[config.mk]
export PLATFORM = sky130hd
export DESIGN_NAME = heart_rate_valid_window_average_core
export DESIGN_NICKNAME = d
export VERILOG_FILES = /design/src/rtl/hrva_pkg.sv /design/src/rtl/heart_rate_valid_window_average_core.sv /design/src/rtl/hrva_ring_mem.sv /design/src/rtl/hrva_div.sv
export SDC_FILE = /design/constraint.sdc
export NUM_CORES = 1
export LEC_CHECK = 0
export ABC_CLOCK_PERIOD_IN_PS = 4980
export BUFFER_PORTS_ARGS = -buffer_cell sky130_fd_sc_hd__buf_2
export CORE_AREA = 2 2 256 258
export DETAILED_ROUTE_END_ITERATION = 8
export DIE_AREA = 0 0 258 260
export GPL_ROUTABILITY_DRIVEN = 0
export PLACE_DENSITY = 0.71
export RECOVER_POWER = 100
export SLEW_MARGIN = 10
export SYNTH_ARGS = -nofsm -noshare
export SYNTH_HDL_FRONTEND = slang
export SYNTH_HIERARCHICAL = 1
export SYNTH_SLANG_ARGS = --single-unit
export TNS_END_PERCENT = 100
[constraint.sdc]
create_clock -name clk_i -period 4.98 [get_ports clk_i]
set_clock_uncertainty 0.2 [all_clocks]
set_input_delay 0.249 -clock clk_i [delete_from_list [all_inputs] [get_ports clk_i]]
set_output_delay 0.249 -clock clk_i [all_outputs]
set_load 0.01 [all_outputs]
[src/rtl/hrva_pkg.sv]
// Package for the heart-rate window average block.
// Holds payload structs, the sample entry type, op codes and FSM states.
// No dependencies.
package hrva_pkg;

  // Field widths fixed by the payload
  localparam int unsigned RateW = 8;
  localparam int unsigned VarW  = 16;
  localparam int unsigned IrW   = 18;

  // Default ring depth
  localparam int unsigned DefaultDepth = 16;

  typedef enum logic [0:0] {
    OP_PUSH  = 1'b0,
    OP_QUERY = 1'b1
  } op_e;

  typedef struct packed {
    op_e              operation;
    logic [RateW-1:0] beats_per_minute;
    logic [VarW-1:0]  beat_variability;
    logic             contact;
    logic [IrW-1:0]   infrared_level;
  } in_t;

  typedef struct packed {
    logic [RateW-1:0] mean_rate;
    logic [VarW-1:0]  mean_variability;
    logic             newest_contact;
    logic [IrW-1:0]   newest_infrared;
  } out_t;

  // One stored ring entry
  typedef struct packed {
    logic [RateW-1:0] rate;
    logic [VarW-1:0]  variability;
    logic             contact;
    logic [IrW-1:0]   infrared;
  } sample_t;

  typedef enum logic [2:0] {
    S_IDLE,
    S_SCAN,
    S_NEWEST,
    S_LATCH,
    S_DIV_RATE,
    S_START_VAR,
    S_DIV_VAR,
    S_DONE
  } state_e;

endpackage

[src/rtl/heart_rate_valid_window_average_core.sv]
// Heart-rate window average: sample ring in one synchronous memory.
// Push: writes the ring, no result. Query: the scan reads one entry a cycle through the
// memory read port, then one shared divider runs twice, for the rate and variability means.
// An empty ring skips the scan and the divider and answers with zero means and newest fields.
// One item at a time; the next is taken only once the FSM is back in idle.
// Reset clears pointer, fill count, FSM and output valid; ring contents stay unknown.
module heart_rate_valid_window_average_core #(
  parameter int unsigned DEPTH = hrva_pkg::DefaultDepth
) (
  input  logic          clk_i,
  input  logic          rst_ni,
  input  logic          in_valid_i,
  output logic          in_ready_o,
  input  hrva_pkg::in_t in_data_i,
  output logic          out_valid_o,
  input  logic          out_ready_i,
  output hrva_pkg::out_t out_data_o
);

  localparam int unsigned PtrW     = (DEPTH > 1) ? $clog2(DEPTH) : 1;
  localparam int unsigned CntW     = $clog2(DEPTH + 1);
  localparam int unsigned RateSumW = hrva_pkg::RateW + CntW;
  localparam int unsigned VarSumW  = hrva_pkg::VarW + CntW;

  hrva_pkg::state_e state_q, state_d;

  logic [PtrW-1:0]           wp_q, wp_d;
  logic [CntW-1:0]           fill_q, fill_d;
  logic [CntW-1:0]           idx_q, idx_d;
  logic                      acc_en_q, acc_en_d;
  logic                      clear_acc;
  logic [RateSumW-1:0]       sum_rate_q;
  logic [VarSumW-1:0]        sum_var_q;
  logic [CntW-1:0]           valid_q;
  logic                      new_contact_q, new_contact_d;
  logic [hrva_pkg::IrW-1:0]  new_ir_q, new_ir_d;
  logic [hrva_pkg::RateW-1:0] mean_rate_q, mean_rate_d;
  logic [hrva_pkg::VarW-1:0] mean_var_q, mean_var_d;
  logic                      out_valid_q, out_valid_d;
  hrva_pkg::out_t            out_data_q, out_data_d;

  logic                      in_fire;
  logic                      mem_we, mem_re;
  logic [PtrW-1:0]           mem_raddr, newest_addr;
  hrva_pkg::sample_t         mem_wdata, mem_rdata;

  logic                      div_start, div_done;
  logic [VarSumW-1:0]        div_num, div_quo;

  assign in_ready_o = (state_q == hrva_pkg::S_IDLE);
  assign in_fire    = in_valid_i && in_ready_o;

  assign mem_wdata.rate        = in_data_i.beats_per_minute;
  assign mem_wdata.variability = in_data_i.beat_variability;
  assign mem_wdata.contact     = in_data_i.contact;
  assign mem_wdata.infrared    = in_data_i.infrared_level;

  assign newest_addr = (wp_q == '0) ? PtrW'(DEPTH - 1) : wp_q - PtrW'(1);

  hrva_ring_mem #(
    .Depth (DEPTH),
    .AddrW (PtrW)
  ) u_ring (
    .clk_i   (clk_i),
    .we_i    (mem_we),
    .waddr_i (wp_q),
    .wdata_i (mem_wdata),
    .re_i    (mem_re),
    .raddr_i (mem_raddr),
    .rdata_o (mem_rdata)
  );

  // Share one divider between the two means
  assign div_num = (state_q == hrva_pkg::S_START_VAR) ? sum_var_q
                                                      : VarSumW'(sum_rate_q);

  hrva_div #(
    .NumW (VarSumW),
    .DenW (CntW)
  ) u_div (
    .clk_i   (clk_i),
    .rst_ni  (rst_ni),
    .start_i (div_start),
    .num_i   (div_num),
    .den_i   (valid_q),
    .done_o  (div_done),
    .quo_o   (div_quo)
  );

  // Next state and control
  always_comb begin
    state_d       = state_q;
    wp_d          = wp_q;
    fill_d        = fill_q;
    idx_d         = idx_q;
    acc_en_d      = 1'b0;
    clear_acc     = 1'b0;
    new_contact_d = new_contact_q;
    new_ir_d      = new_ir_q;
    mean_rate_d   = mean_rate_q;
    mean_var_d    = mean_var_q;
    out_valid_d   = out_valid_q;
    out_data_d    = out_data_q;
    mem_we        = 1'b0;
    mem_re        = 1'b0;
    mem_raddr     = idx_q[PtrW-1:0];
    div_start     = 1'b0;

    // Drop output valid once the transfer completes
    if (out_valid_q && out_ready_i) begin
      out_valid_d = 1'b0;
    end

    unique case (state_q)
      hrva_pkg::S_IDLE: begin
        if (in_fire) begin
          if (in_data_i.operation == hrva_pkg::OP_PUSH) begin
            mem_we = 1'b1;
            wp_d   = (wp_q == PtrW'(DEPTH - 1)) ? '0 : wp_q + PtrW'(1);
            if (fill_q != CntW'(DEPTH)) begin
              fill_d = fill_q + CntW'(1);
            end
          end else begin
            clear_acc     = 1'b1;
            idx_d         = '0;
            new_contact_d = 1'b0;
            new_ir_d      = '0;
            mean_rate_d   = '0;
            mean_var_d    = '0;
            state_d       = (fill_q == '0) ? hrva_pkg::S_DONE : hrva_pkg::S_SCAN;
          end
        end
      end
      hrva_pkg::S_SCAN: begin
        // Read filled entries in order
        mem_re   = 1'b1;
        acc_en_d = 1'b1;
        if (idx_q == fill_q - CntW'(1)) begin
          state_d = hrva_pkg::S_NEWEST;
        end else begin
          idx_d = idx_q + CntW'(1);
        end
      end
      hrva_pkg::S_NEWEST: begin
        mem_re    = 1'b1;
        mem_raddr = newest_addr;
        state_d   = hrva_pkg::S_LATCH;
      end
      hrva_pkg::S_LATCH: begin
        new_contact_d = mem_rdata.contact;
        new_ir_d      = mem_rdata.infrared;
        if (valid_q != '0) begin
          div_start = 1'b1;
          state_d   = hrva_pkg::S_DIV_RATE;
        end else begin
          state_d = hrva_pkg::S_DONE;
        end
      end
      hrva_pkg::S_DIV_RATE: begin
        if (div_done) begin
          mean_rate_d = div_quo[hrva_pkg::RateW-1:0];
          state_d     = hrva_pkg::S_START_VAR;
        end
      end
      hrva_pkg::S_START_VAR: begin
        div_start = 1'b1;
        state_d   = hrva_pkg::S_DIV_VAR;
      end
      hrva_pkg::S_DIV_VAR: begin
        if (div_done) begin
          mean_var_d = div_quo[hrva_pkg::VarW-1:0];
          state_d    = hrva_pkg::S_DONE;
        end
      end
      hrva_pkg::S_DONE: begin
        // Load the output register once it is free
        if (!out_valid_q || out_ready_i) begin
          out_valid_d                 = 1'b1;
          out_data_d.mean_rate        = mean_rate_q;
          out_data_d.mean_variability = mean_var_q;
          out_data_d.newest_contact   = new_contact_q;
          out_data_d.newest_infrared  = new_ir_q;
          state_d                     = hrva_pkg::S_IDLE;
        end
      end
      default: begin
        state_d = hrva_pkg::S_IDLE;
      end
    endcase
  end

  // Control registers
  always_ff @(posedge clk_i or negedge rst_ni) begin
    if (!rst_ni) begin
      state_q     <= hrva_pkg::S_IDLE;
      wp_q        <= '0;
      fill_q      <= '0;
      idx_q       <= '0;
      acc_en_q    <= 1'b0;
      valid_q     <= '0;
      out_valid_q <= 1'b0;
    end else begin
      state_q     <= state_d;
      wp_q        <= wp_d;
      fill_q      <= fill_d;
      idx_q       <= idx_d;
      acc_en_q    <= acc_en_d;
      out_valid_q <= out_valid_d;
      if (clear_acc) begin
        valid_q <= '0;
      end else if (acc_en_q && mem_rdata.rate != '0) begin
        valid_q <= valid_q + CntW'(1);
      end
    end
  end

  // Accumulate sums over entries with a nonzero rate
  always_ff @(posedge clk_i) begin
    if (clear_acc) begin
      sum_rate_q <= '0;
      sum_var_q  <= '0;
    end else if (acc_en_q && mem_rdata.rate != '0) begin
      sum_rate_q <= sum_rate_q + RateSumW'(mem_rdata.rate);
      sum_var_q  <= sum_var_q + VarSumW'(mem_rdata.variability);
    end
  end

  // Payload registers
  always_ff @(posedge clk_i) begin
    new_contact_q <= new_contact_d;
    new_ir_q      <= new_ir_d;
    mean_rate_q   <= mean_rate_d;
    mean_var_q    <= mean_var_d;
    out_data_q    <= out_data_d;
  end

  assign out_valid_o = out_valid_q;
  assign out_data_o  = out_data_q;

`ifndef NO_ASSERTIONS
  a_fill_bound: assert property (@(posedge clk_i) disable iff (!rst_ni)
    fill_q <= CntW'(DEPTH))
    else $error("fill count above ring depth");

  a_scan_in_fill: assert property (@(posedge clk_i) disable iff (!rst_ni)
    state_q == hrva_pkg::S_SCAN |-> idx_q < fill_q)
    else $error("scan index beyond filled entries");

  a_out_from_done: assert property (@(posedge clk_i) disable iff (!rst_ni)
    $rose(out_valid_q) |-> $past(state_q == hrva_pkg::S_DONE))
    else $error("result raised outside of the done state");

  a_no_valid_zero: assert property (@(posedge clk_i) disable iff (!rst_ni)
    (state_q == hrva_pkg::S_DONE && valid_q == '0) |->
      (mean_rate_q == '0 && mean_var_q == '0))
    else $error("nonzero mean without valid samples");
`endif

endmodule

[src/rtl/hrva_ring_mem.sv]
// Sample ring storage: one write port, one read port, registered read data.
// Depends on hrva_pkg for the entry type.
module hrva_ring_mem #(
  parameter int unsigned Depth = hrva_pkg::DefaultDepth,
  parameter int unsigned AddrW = 4
) (
  input  logic                 clk_i,
  input  logic                 we_i,
  input  logic [AddrW-1:0]     waddr_i,
  input  hrva_pkg::sample_t    wdata_i,
  input  logic                 re_i,
  input  logic [AddrW-1:0]     raddr_i,
  output hrva_pkg::sample_t    rdata_o
);

  hrva_pkg::sample_t mem_q [Depth];
  hrva_pkg::sample_t rdata_q;

  // Write the addressed entry
  always_ff @(posedge clk_i) begin
    if (we_i) begin
      mem_q[waddr_i] <= wdata_i;
    end
  end

  // Registered read, enabled by re_i
  always_ff @(posedge clk_i) begin
    if (re_i) begin
      rdata_q <= mem_q[raddr_i];
    end
  end

  assign rdata_o = rdata_q;

endmodule

[src/rtl/hrva_div.sv]
// Restoring divider, one quotient bit per cycle.
// Standalone; no package dependencies.
module hrva_div #(
  parameter int unsigned NumW = 21,
  parameter int unsigned DenW = 5
) (
  input  logic            clk_i,
  input  logic            rst_ni,
  input  logic            start_i,
  input  logic [NumW-1:0] num_i,
  input  logic [DenW-1:0] den_i,
  output logic            done_o,
  output logic [NumW-1:0] quo_o
);

  localparam int unsigned CntW = $clog2(NumW + 1);

  logic            busy_q, busy_d;
  logic            done_q, done_d;
  logic [CntW-1:0] cnt_q, cnt_d;
  logic [NumW-1:0] quo_q, quo_d;
  logic [DenW-1:0] rem_q, rem_d;
  logic [DenW-1:0] den_q, den_d;
  logic [DenW:0]   rem_shift;
  logic [DenW+1:0] diff;

  // Trial subtract of the shifted remainder
  assign rem_shift = {rem_q, quo_q[NumW-1]};
  assign diff      = {1'b0, rem_shift} - {2'b00, den_q};

  always_comb begin
    busy_d = busy_q;
    done_d = 1'b0;
    cnt_d  = cnt_q;
    quo_d  = quo_q;
    rem_d  = rem_q;
    den_d  = den_q;
    if (start_i && !busy_q) begin
      busy_d = 1'b1;
      cnt_d  = CntW'(NumW);
      quo_d  = num_i;
      rem_d  = '0;
      den_d  = den_i;
    end else if (busy_q) begin
      // Shift in one quotient bit, restore on borrow
      if (diff[DenW+1]) begin
        rem_d = rem_shift[DenW-1:0];
      end else begin
        rem_d = diff[DenW-1:0];
      end
      quo_d = {quo_q[NumW-2:0], ~diff[DenW+1]};
      cnt_d = cnt_q - CntW'(1);
      if (cnt_q == CntW'(1)) begin
        busy_d = 1'b0;
        done_d = 1'b1;
      end
    end
  end

  always_ff @(posedge clk_i or negedge rst_ni) begin
    if (!rst_ni) begin
      busy_q <= 1'b0;
      done_q <= 1'b0;
      cnt_q  <= '0;
    end else begin
      busy_q <= busy_d;
      done_q <= done_d;
      cnt_q  <= cnt_d;
    end
  end

  always_ff @(posedge clk_i) begin
    quo_q <= quo_d;
    rem_q <= rem_d;
    den_q <= den_d;
  end

  assign done_o = done_q;
  assign quo_o  = quo_q;

endmodule

==> impl_metrics.tcl, run 1 <==
set metrics [dict create \
    outcome "complete, but fails checks" \
    violations "capacitance limit, slew limit" \
    cts_resized 0 \
    die_area_um2 67080 \
    clkTransAtPathRegs_ns 0.06 \
    clock_power_share 0.296 \
    routed_via_density 6.175 \
    synth_simple_gate_area_share 0.04307 \
    synth_compound_area_frac 0.04632 \
    drt_iter0_markers 2103 \
    startpoint_type "register" \
    end_kind "register" \
    slowest_delay_ns 1.35 \
    drive_gt1_frac 0.1953 \
    synth.area.mux_share 0.1204 \
    slew_headroom -1.081 \
    portBuffers 92 \
    min-delay-path-class "input port to register" \
    initial_utilization 0.5582 \
    track_usage 0.2324 \
    cts_tree "done" \
    grt_remaining_overflow 0 \
    yosysTopAreaCell "edfxtp_1" \
    async_flop_share 0.03395 \
    nFillCells 4340 \
    synth_edf_count 843 \
    pin_count 93 \
    arrival_ns 4.26 \
    combPwrFrac 0.258 \
    fp-row-count 93 \
    yosysSeqAreaShare 0.7508 \
    synth_top_family_by_area "multiplexers" \
    fin_crit_ns 4.242 \
    ys.flop_type "edfxtp_1" \
    synthesis.area_um2 35790 \
    wl_per_cell_um 25.64 \
    clkSinkCount 913 \
    worst-path-stages 5 \
    critPathMaxFanout 43 \
    synthXorXnorAreaFrac 0.009789 \
    critical_path.slowest_cell "clkbuf_2" \
    coreArea_um2 64120 \
    fin_crit_sh 0.8518 \
    powerDensity_nw_per_um2 547.9 \
    syn-num-nets 1950 \
    synthToLayoutAreaGrowth_pct 13.72 \
    totalNegativeSetupSlack_ns 0 \
    cts_max_level 3 \
    route.detailed.drc 0 \
    finalHoldViolCount 0 \
    setup_viol 0 \
    cts_inserted_buffers 91 \
    cp_cell_sequence "nor3_1, and3b_1, nand3_1, nor2_4, clkbuf_2" \
    grt_pass1_wl_mm 115.1 \
    hold_path_depth 4 \
    die_w_um 258 \
    die_h_um 260 \
    seqPwrFrac 0.445 \
    finalMaxSlewViolations 532 \
    post-dp-hpwl_mm 41.10 \
    fin_nets 2140 \
    first_global_vias 18350 \
    synth_fa_ha_area_frac 0.01531 \
    synthTopCellsByArea "edfxtp_1 71%, mux4_2 11%, dfxtp_1 2.2%" \
    syn_area_per_cell_um2 19.24 \
    cap_violations 15 \
    total_power_mw 22.30 \
    yosysWarnings 6 \
    max_freq_mhz 235.7 \
    cts_hold_buf 47 \
    drtPass1Iterations 5 \
    intPower_mw 15.81 \
    crit_type "register to register" \
    worst-path-buf-inv 1 \
    yosysUniqueCellTypes 70 \
    critPathTopFamily "simple AND/OR/NAND/NOR gates" \
    worstPathRequired_ns 5.00 \
    ys_ff_latch 913 \
    p_switching_mw 6.485 \
    routed_wl_mm 76.45 \
    vdd_ir_drop_max_mv 0.3587 \
    yosysTopAreaCellShare 0.7073 \
    vias 18410 \
    ant_nets 0 \
    post_cts_buffers 0 \
    worstMarginPinSlew_ns 3.110 \
    rsz0062_at_grt "no" \
    swShare 0.2908 \
    cts_buffer_depth 3 \
    antenna_found_initial 3 \
    clockRootBuffer "clkbuf_16" \
    grt_max_degree 87 \
    synth_cells 1860 \
    reg2reg_depth 5 \
    clk_latency_ns 0.66 \
    p_leak_nw 13.14 \
]
## synthesized netlist by cell type (all sizes together) (3+ instances only)
library cell	instances
ha	39
nor3	18
and3	6
clkbuf	43
a21oi	41
nand3	24
o41ai	3
o31ai	3
nand3b	4
inv	19
a211oi	11
nand2	107
and2	55
mux2	35
a22oi	86
or3	5
nor2	47
xnor2	19
nor3b	4
a31o	3
nor2b	7
o211ai	7
nand4	9
xor2	21
o21ai	40
a21o	8
fa	3
o21bai	5
a21boi	3
a31oi	8
mux2i	4
mux4	172
o21a	4
and4	3
dfrtp	31
edfxtp	843
nand2b	9
dfxtp	39
buf	44
nor4	4
## metrics by stage
stage | utilization | std cells | area [um2] | hold slack, ns | worst slack (ns)
2_1_floorplan | - | 1860 | 35790 | -0.2466 | 0.01860
3_3_place_gp | 0.5859 | 2765 | 37560 | 0.1685 | 1.426
3_5_place_dp | 0.5859 | 2765 | 37560 | 0.1863 | 1.338
4_1_cts | 0.6386 | 2980 | 40940 | 0.04123 | 1.292
5_1_grt | 0.6348 | 2981 | 40700 | 0.1475 | 0.5322
6_report | 0.6348 | 2981 | 40700 | 0.1200 | 0.7379
## power by group through the flow
| stage | Combinational (mW) | Clock (mW) | Sequential, mW |
|---|---|---|---|
| 2_1_floorplan | 4.47 | 0 | 9.80 |
| 3_3_place_gp | 5.69 | 0 | 10.0 |
| 3_5_place_dp | 5.82 | 0 | 10.1 |
| 4_1_cts | 5.88 | 6.73 | 9.90 |
| 5_1_grt | 6.32 | 7.02 | 10.0 |
| 6_report | 5.76 | 6.61 | 9.93 |
## path summary, 6_finish.rpt
| path | slack [ns] | end | startpoint |
|---|---|---|---|
| max reg2reg | 0.74 | u_ring/mem_q[14][29] | state_q[0] |
| max | 0.74 | u_ring/mem_q[14][29] | state_q[0] |
| min | 0.12 | wp_q[3] | in_data_i[43] |
| min in group asynchronous | 0.48 | u_div/busy_q | rst_ni |
| max in group asynchronous | 2.99 | fill_q[0] | rst_ni |
| min reg2reg | 0.22 | out_data_o[0] | new_ir_q[0] |
## cell type report
cell class | instances | area [um2] | area share
clock inverters | 59 | 520.5 | 0.01279
multi-input cells | 841 | 8511 | 0.2091
diodes | 1 | 2.502 | 0.00006149
flip-flops and latches | 913 | 26870 | 0.6602
clock buffers | 109 | 2387 | 0.05866
inverters | 19 | 71.32 | 0.001752
repair buffers | 184 | 1266 | 0.03111
well taps | 855 | 1070 | 0.02629
## per-layer routing
layer | GRT usage | vias up | wire, um
met3 | 0.03967 | 126 | 6407
li1 | - | 7929 | -
met4 | 0.07579 | 4 | 1929
met5 | 0 | - | 20
met2 | 0.3617 | 801 | 36160
met1 | 0.3403 | 9548 | 31930
## worst register-to-register path, stage by stage, from the launching register on
cell      delay (ns)
dfrtp_1         0.52
nor3_1          0.55
and3b_1         0.55
nand3_1         0.40
nor2_4          0.20
clkbuf_2        1.35
## state kept, by name, indices dropped and copies added (netlist names), 3 cells and up
register / flops
fill_q: 5
idx_q: 5
mean_rate_q: 8
mean_var_q: 16
new_ir_q: 18
out_data_o: 43
state_q: 3
sum_rate_q: 13
sum_var_q: 21
u_div/cnt_q: 5
u_div/den_q: 5
u_div/quo_o: 21
u_div/rem_q: 5
u_ring/mem_q: 688
u_ring/rdata_o: 43
valid_q: 5
wp_q: 4
## kinds of logic after synthesis
kind of cell | Yosys count
flops | 913
simple gates | 310
compound gates | 238
mux | 211
buf+inv | 106
fa+ha+maj | 42
xor+xnor | 40
## placed cells by master (no fill, tap or decap), types with 17 or more instances in the layout
cell type	synthesis	final
nand3_1	24	24
nand2_1	107	107
dfxtp_1	39	39
dlygate4sd3_1	0	47
nor2_1	47	36
dfrtp_1	31	31
and2_1	55	20
edfxtp_1	843	843
and2_0	0	34
clkinv_1	0	17
clkinv_2	0	22
a22oi_1	86	86
mux4_2	172	172
a21oi_1	41	41
ha_1	39	39
o21ai_0	37	36
xnor2_1	19	19
clkbuf_1	43	112
clkbuf_16	0	93
xor2_1	21	21
inv_1	19	19
mux2_2	35	35
Power figures use the tool's default switching activity.
==> run 2: changes to the inputs <==
- ABC_AREA: unset -> 1
- CORE_AREA: 2 2 256 258 -> 2 2 268 270
- DIE_AREA: 0 0 258 260 -> 0 0 270 272
- PLACE_DENSITY: 0.71 -> 0.72
==> run 2 against run 1 <==
Against the previous run: the flow still finishes with violations (capacitance limit, slew limit); non-clock buffer count grew 11; count of clock-buffer cells in the layout grew 1; critical endpoint is now u_ring/mem_q[4][29]; clock power grew 3.3%; combinational power grew 75%.
==> impl_metrics.tcl, run 2 <==
set metrics [dict create \
    critPathTopFamily "simple AND/OR/NAND/NOR gates" \
    synthXorXnorAreaFrac 0.005268 \
    cts_resized 0 \
    portBuffers 92 \
    post-route-cell-area_um2 44570 \
    cts_max_level 3 \
    dr_wl_met3_mm 6.578 \
    async_flop_share 0.03395 \
    synth_top_family_by_area "simple AND/OR/NAND/NOR gates" \
    post-dp-hpwl_mm 48.91 \
    drtPass1Iterations 5 \
    dp.cells 4797 \
    clockRootBuffer "clkbuf_16" \
    cts_buffer_depth 3 \
    total_power_mw 27.09 \
    synth_edf_count 843 \
    post-synth-top-count-cell "nand2_1" \
    startpoint_type "register" \
    critical_path.slowest_cell "nor2_1" \
    grt_pass1_wl_mm 142.2 \
    synthesis.area_um2 39900 \
    antenna_found_initial 5 \
    violations "capacitance limit, slew limit" \
    first_global_vias 25280 \
    die_h_um 272 \
    clkTransAtPathRegs_ns 0.06 \
    yosysTopAreaCellShare 0.6345 \
    yosysUniqueCellTypes 52 \
    track_usage 0.2493 \
    synth_compound_area_frac 0.01693 \
    synth_fa_ha_area_frac 0.01374 \
    cp_cell_sequence "nor2_1, nand2_4, clkinvlp_2, nand2_8, nor2_1, nand3b_1, nor2_1, clkbuf_2" \
    pin_count 93 \
    outcome "complete, but fails checks" \
    fp-row-count 98 \
    crit_type "register to register" \
    grt_remaining_overflow 0 \
    synth.area.mux_share 0 \
    setup_viol 0 \
    syn_area_per_cell_um2 10.33 \
    yosysTopAreaCell "edfxtp_1" \
    largest_reg_flops 688 \
    layout_common_cells "1,146 x nand2_1, 843 x edfxtp_1, 671 x inv_1" \
    worstPathRequired_ns 5.05 \
    totalNegativeSetupSlack_ns 0 \
    ys_ff_latch 913 \
    regMostFlops "u_ring/mem_q" \
    mostFrequentLayoutCell "nand2_1" \
    fin_ws_ns 0.5439 \
    cap_violations 15 \
    fin_util 0.6300 \
    hold_slack_ns 0.1218 \
    vias 26820 \
    ant_nets 0 \
    syn-num-nets 3954 \
    r2r_slack_ns 0.54 \
    synthTopCellsByArea "edfxtp_1 63%, nand2_1 11%, nand3_1 7.3%" \
    slew_headroom -0.3837 \
    final_cells 5022 \
    routed_via_density 5.341 \
    place_area_um2 41450 \
    critPathMaxFanout 15 \
    initial_utilization 0.5639 \
    grt_max_degree 207 \
    wl_met1_mm 37.16 \
    route.detailed.drc 0 \
    synthTopCellsByCount "1,144 x nand2_1, 843 x edfxtp_1, 666 x inv_1, 582 x nand3_1, 135 x nor2_1" \
    yosysSeqAreaShare 0.6735 \
    wl_per_cell_um 18.32 \
    fin_crit_sh 0.8908 \
    wl_met2_mm 45.89 \
    yosysWarnings 6 \
    powerDensity_nw_per_um2 607.7 \
    vdd_ir_drop_max_mv 0.7624 \
    die_area_um2 73440 \
    finalHoldViolCount 0 \
    clk_latency_ns 0.67 \
    worst-path-buf-inv 2 \
    die_w_um 270 \
    fin_nets 4082 \
    drive_gt1_frac 0.05603 \
    finalMaxSlewViolations 617 \
    end_kind "register" \
    highest_layer "met5" \
    synth_simple_gate_area_share 0.2052 \
    coreArea_um2 70750 \
    rsz0062_at_grt "no" \
    ys.flop_type "edfxtp_1" \
    arrival_ns 4.50 \
    drt_iter0_markers 2753 \
    max_freq_mhz 225.4 \
    cts_tree "done" \
    p_leak_nw 18.99 \
    synth_cells 3864 \
    synthToLayoutAreaGrowth_pct 11.72 \
    routed_wl_mm 91.98 \
    dp_slack_ns 1.096 \
    path_common_cell "nor2_1" \
    cts_inserted_buffers 93 \
    fin_crit_ns 4.436 \
    worstMarginPinSlew_ns 2.070 \
    min-delay-path-class "input port to register" \
    slowest_delay_ns 1.43 \
    clkSinkCount 913 \
]
run 2: path summary, 6_finish.rpt:
| check | from | endpoint | cells past startpoint |
|---|---|---|---|
| setup / recovery | state_q[1] | u_ring/mem_q[4][29] | 8 |
| hold / removal | out_ready_i | out_valid_o | 3 |
| setup reg to reg | state_q[1] | u_ring/mem_q[4][29] | 8 |
| hold reg to reg | mean_var_q[1] | out_data_o[20] | 0 |
| max in group asynchronous | rst_ni | u_div/cnt_q[2] | 4 |
| min in group asynchronous | rst_ni | valid_q[1] | 3 |
run 2: area by class of cell:
cell class	count	area, um2
inverters	684	2587
flip-flops and latches	913	26870
clock inverters	62	599.3
multi-input cells	2105	9646
well taps	950	1189
repair buffers	195	1264
clock buffers	110	2411
diodes	3	7.507
fillers	5539	26180
run 2: kinds of logic after synthesis:
group,after synthesis
buf+inv,846
simple gates,1915
xor+xnor,24
compound gates,124
fa+ha+maj,42
flops,913
run 2: layer usage:
layer | track usage | vias to the layer above
li1 | - | 12800
met1 | 0.3272 | 12800
met2 | 0.4291 | 1051
met3 | 0.03553 | 167
met4 | 0.08406 | 4
met5 | 0 | -
run 2: power by group:
part           switching [mW]  total, mW  internal (mW)  leakage [nW]
logic                    6.96       10.1           3.09          9.15
registers               0.549       10.2           9.66          8.36
clock network            2.96       6.83           3.87          1.48
total                    10.5       27.1           16.6          19.0
run 2: timing repair:
action,in CTS,in global routing
hold buffers,50,0
setup endpoints to repair,0,0
buffers inserted,0,0
endpoints found under the hold margin,748,0
run 2: worst min-delay path, delay by kind of cell:
kind | cells | cell delay [ns]
buffers and inverters | 2 | 0.61
AOI/OAI and AO/OA | 1 | 0.08
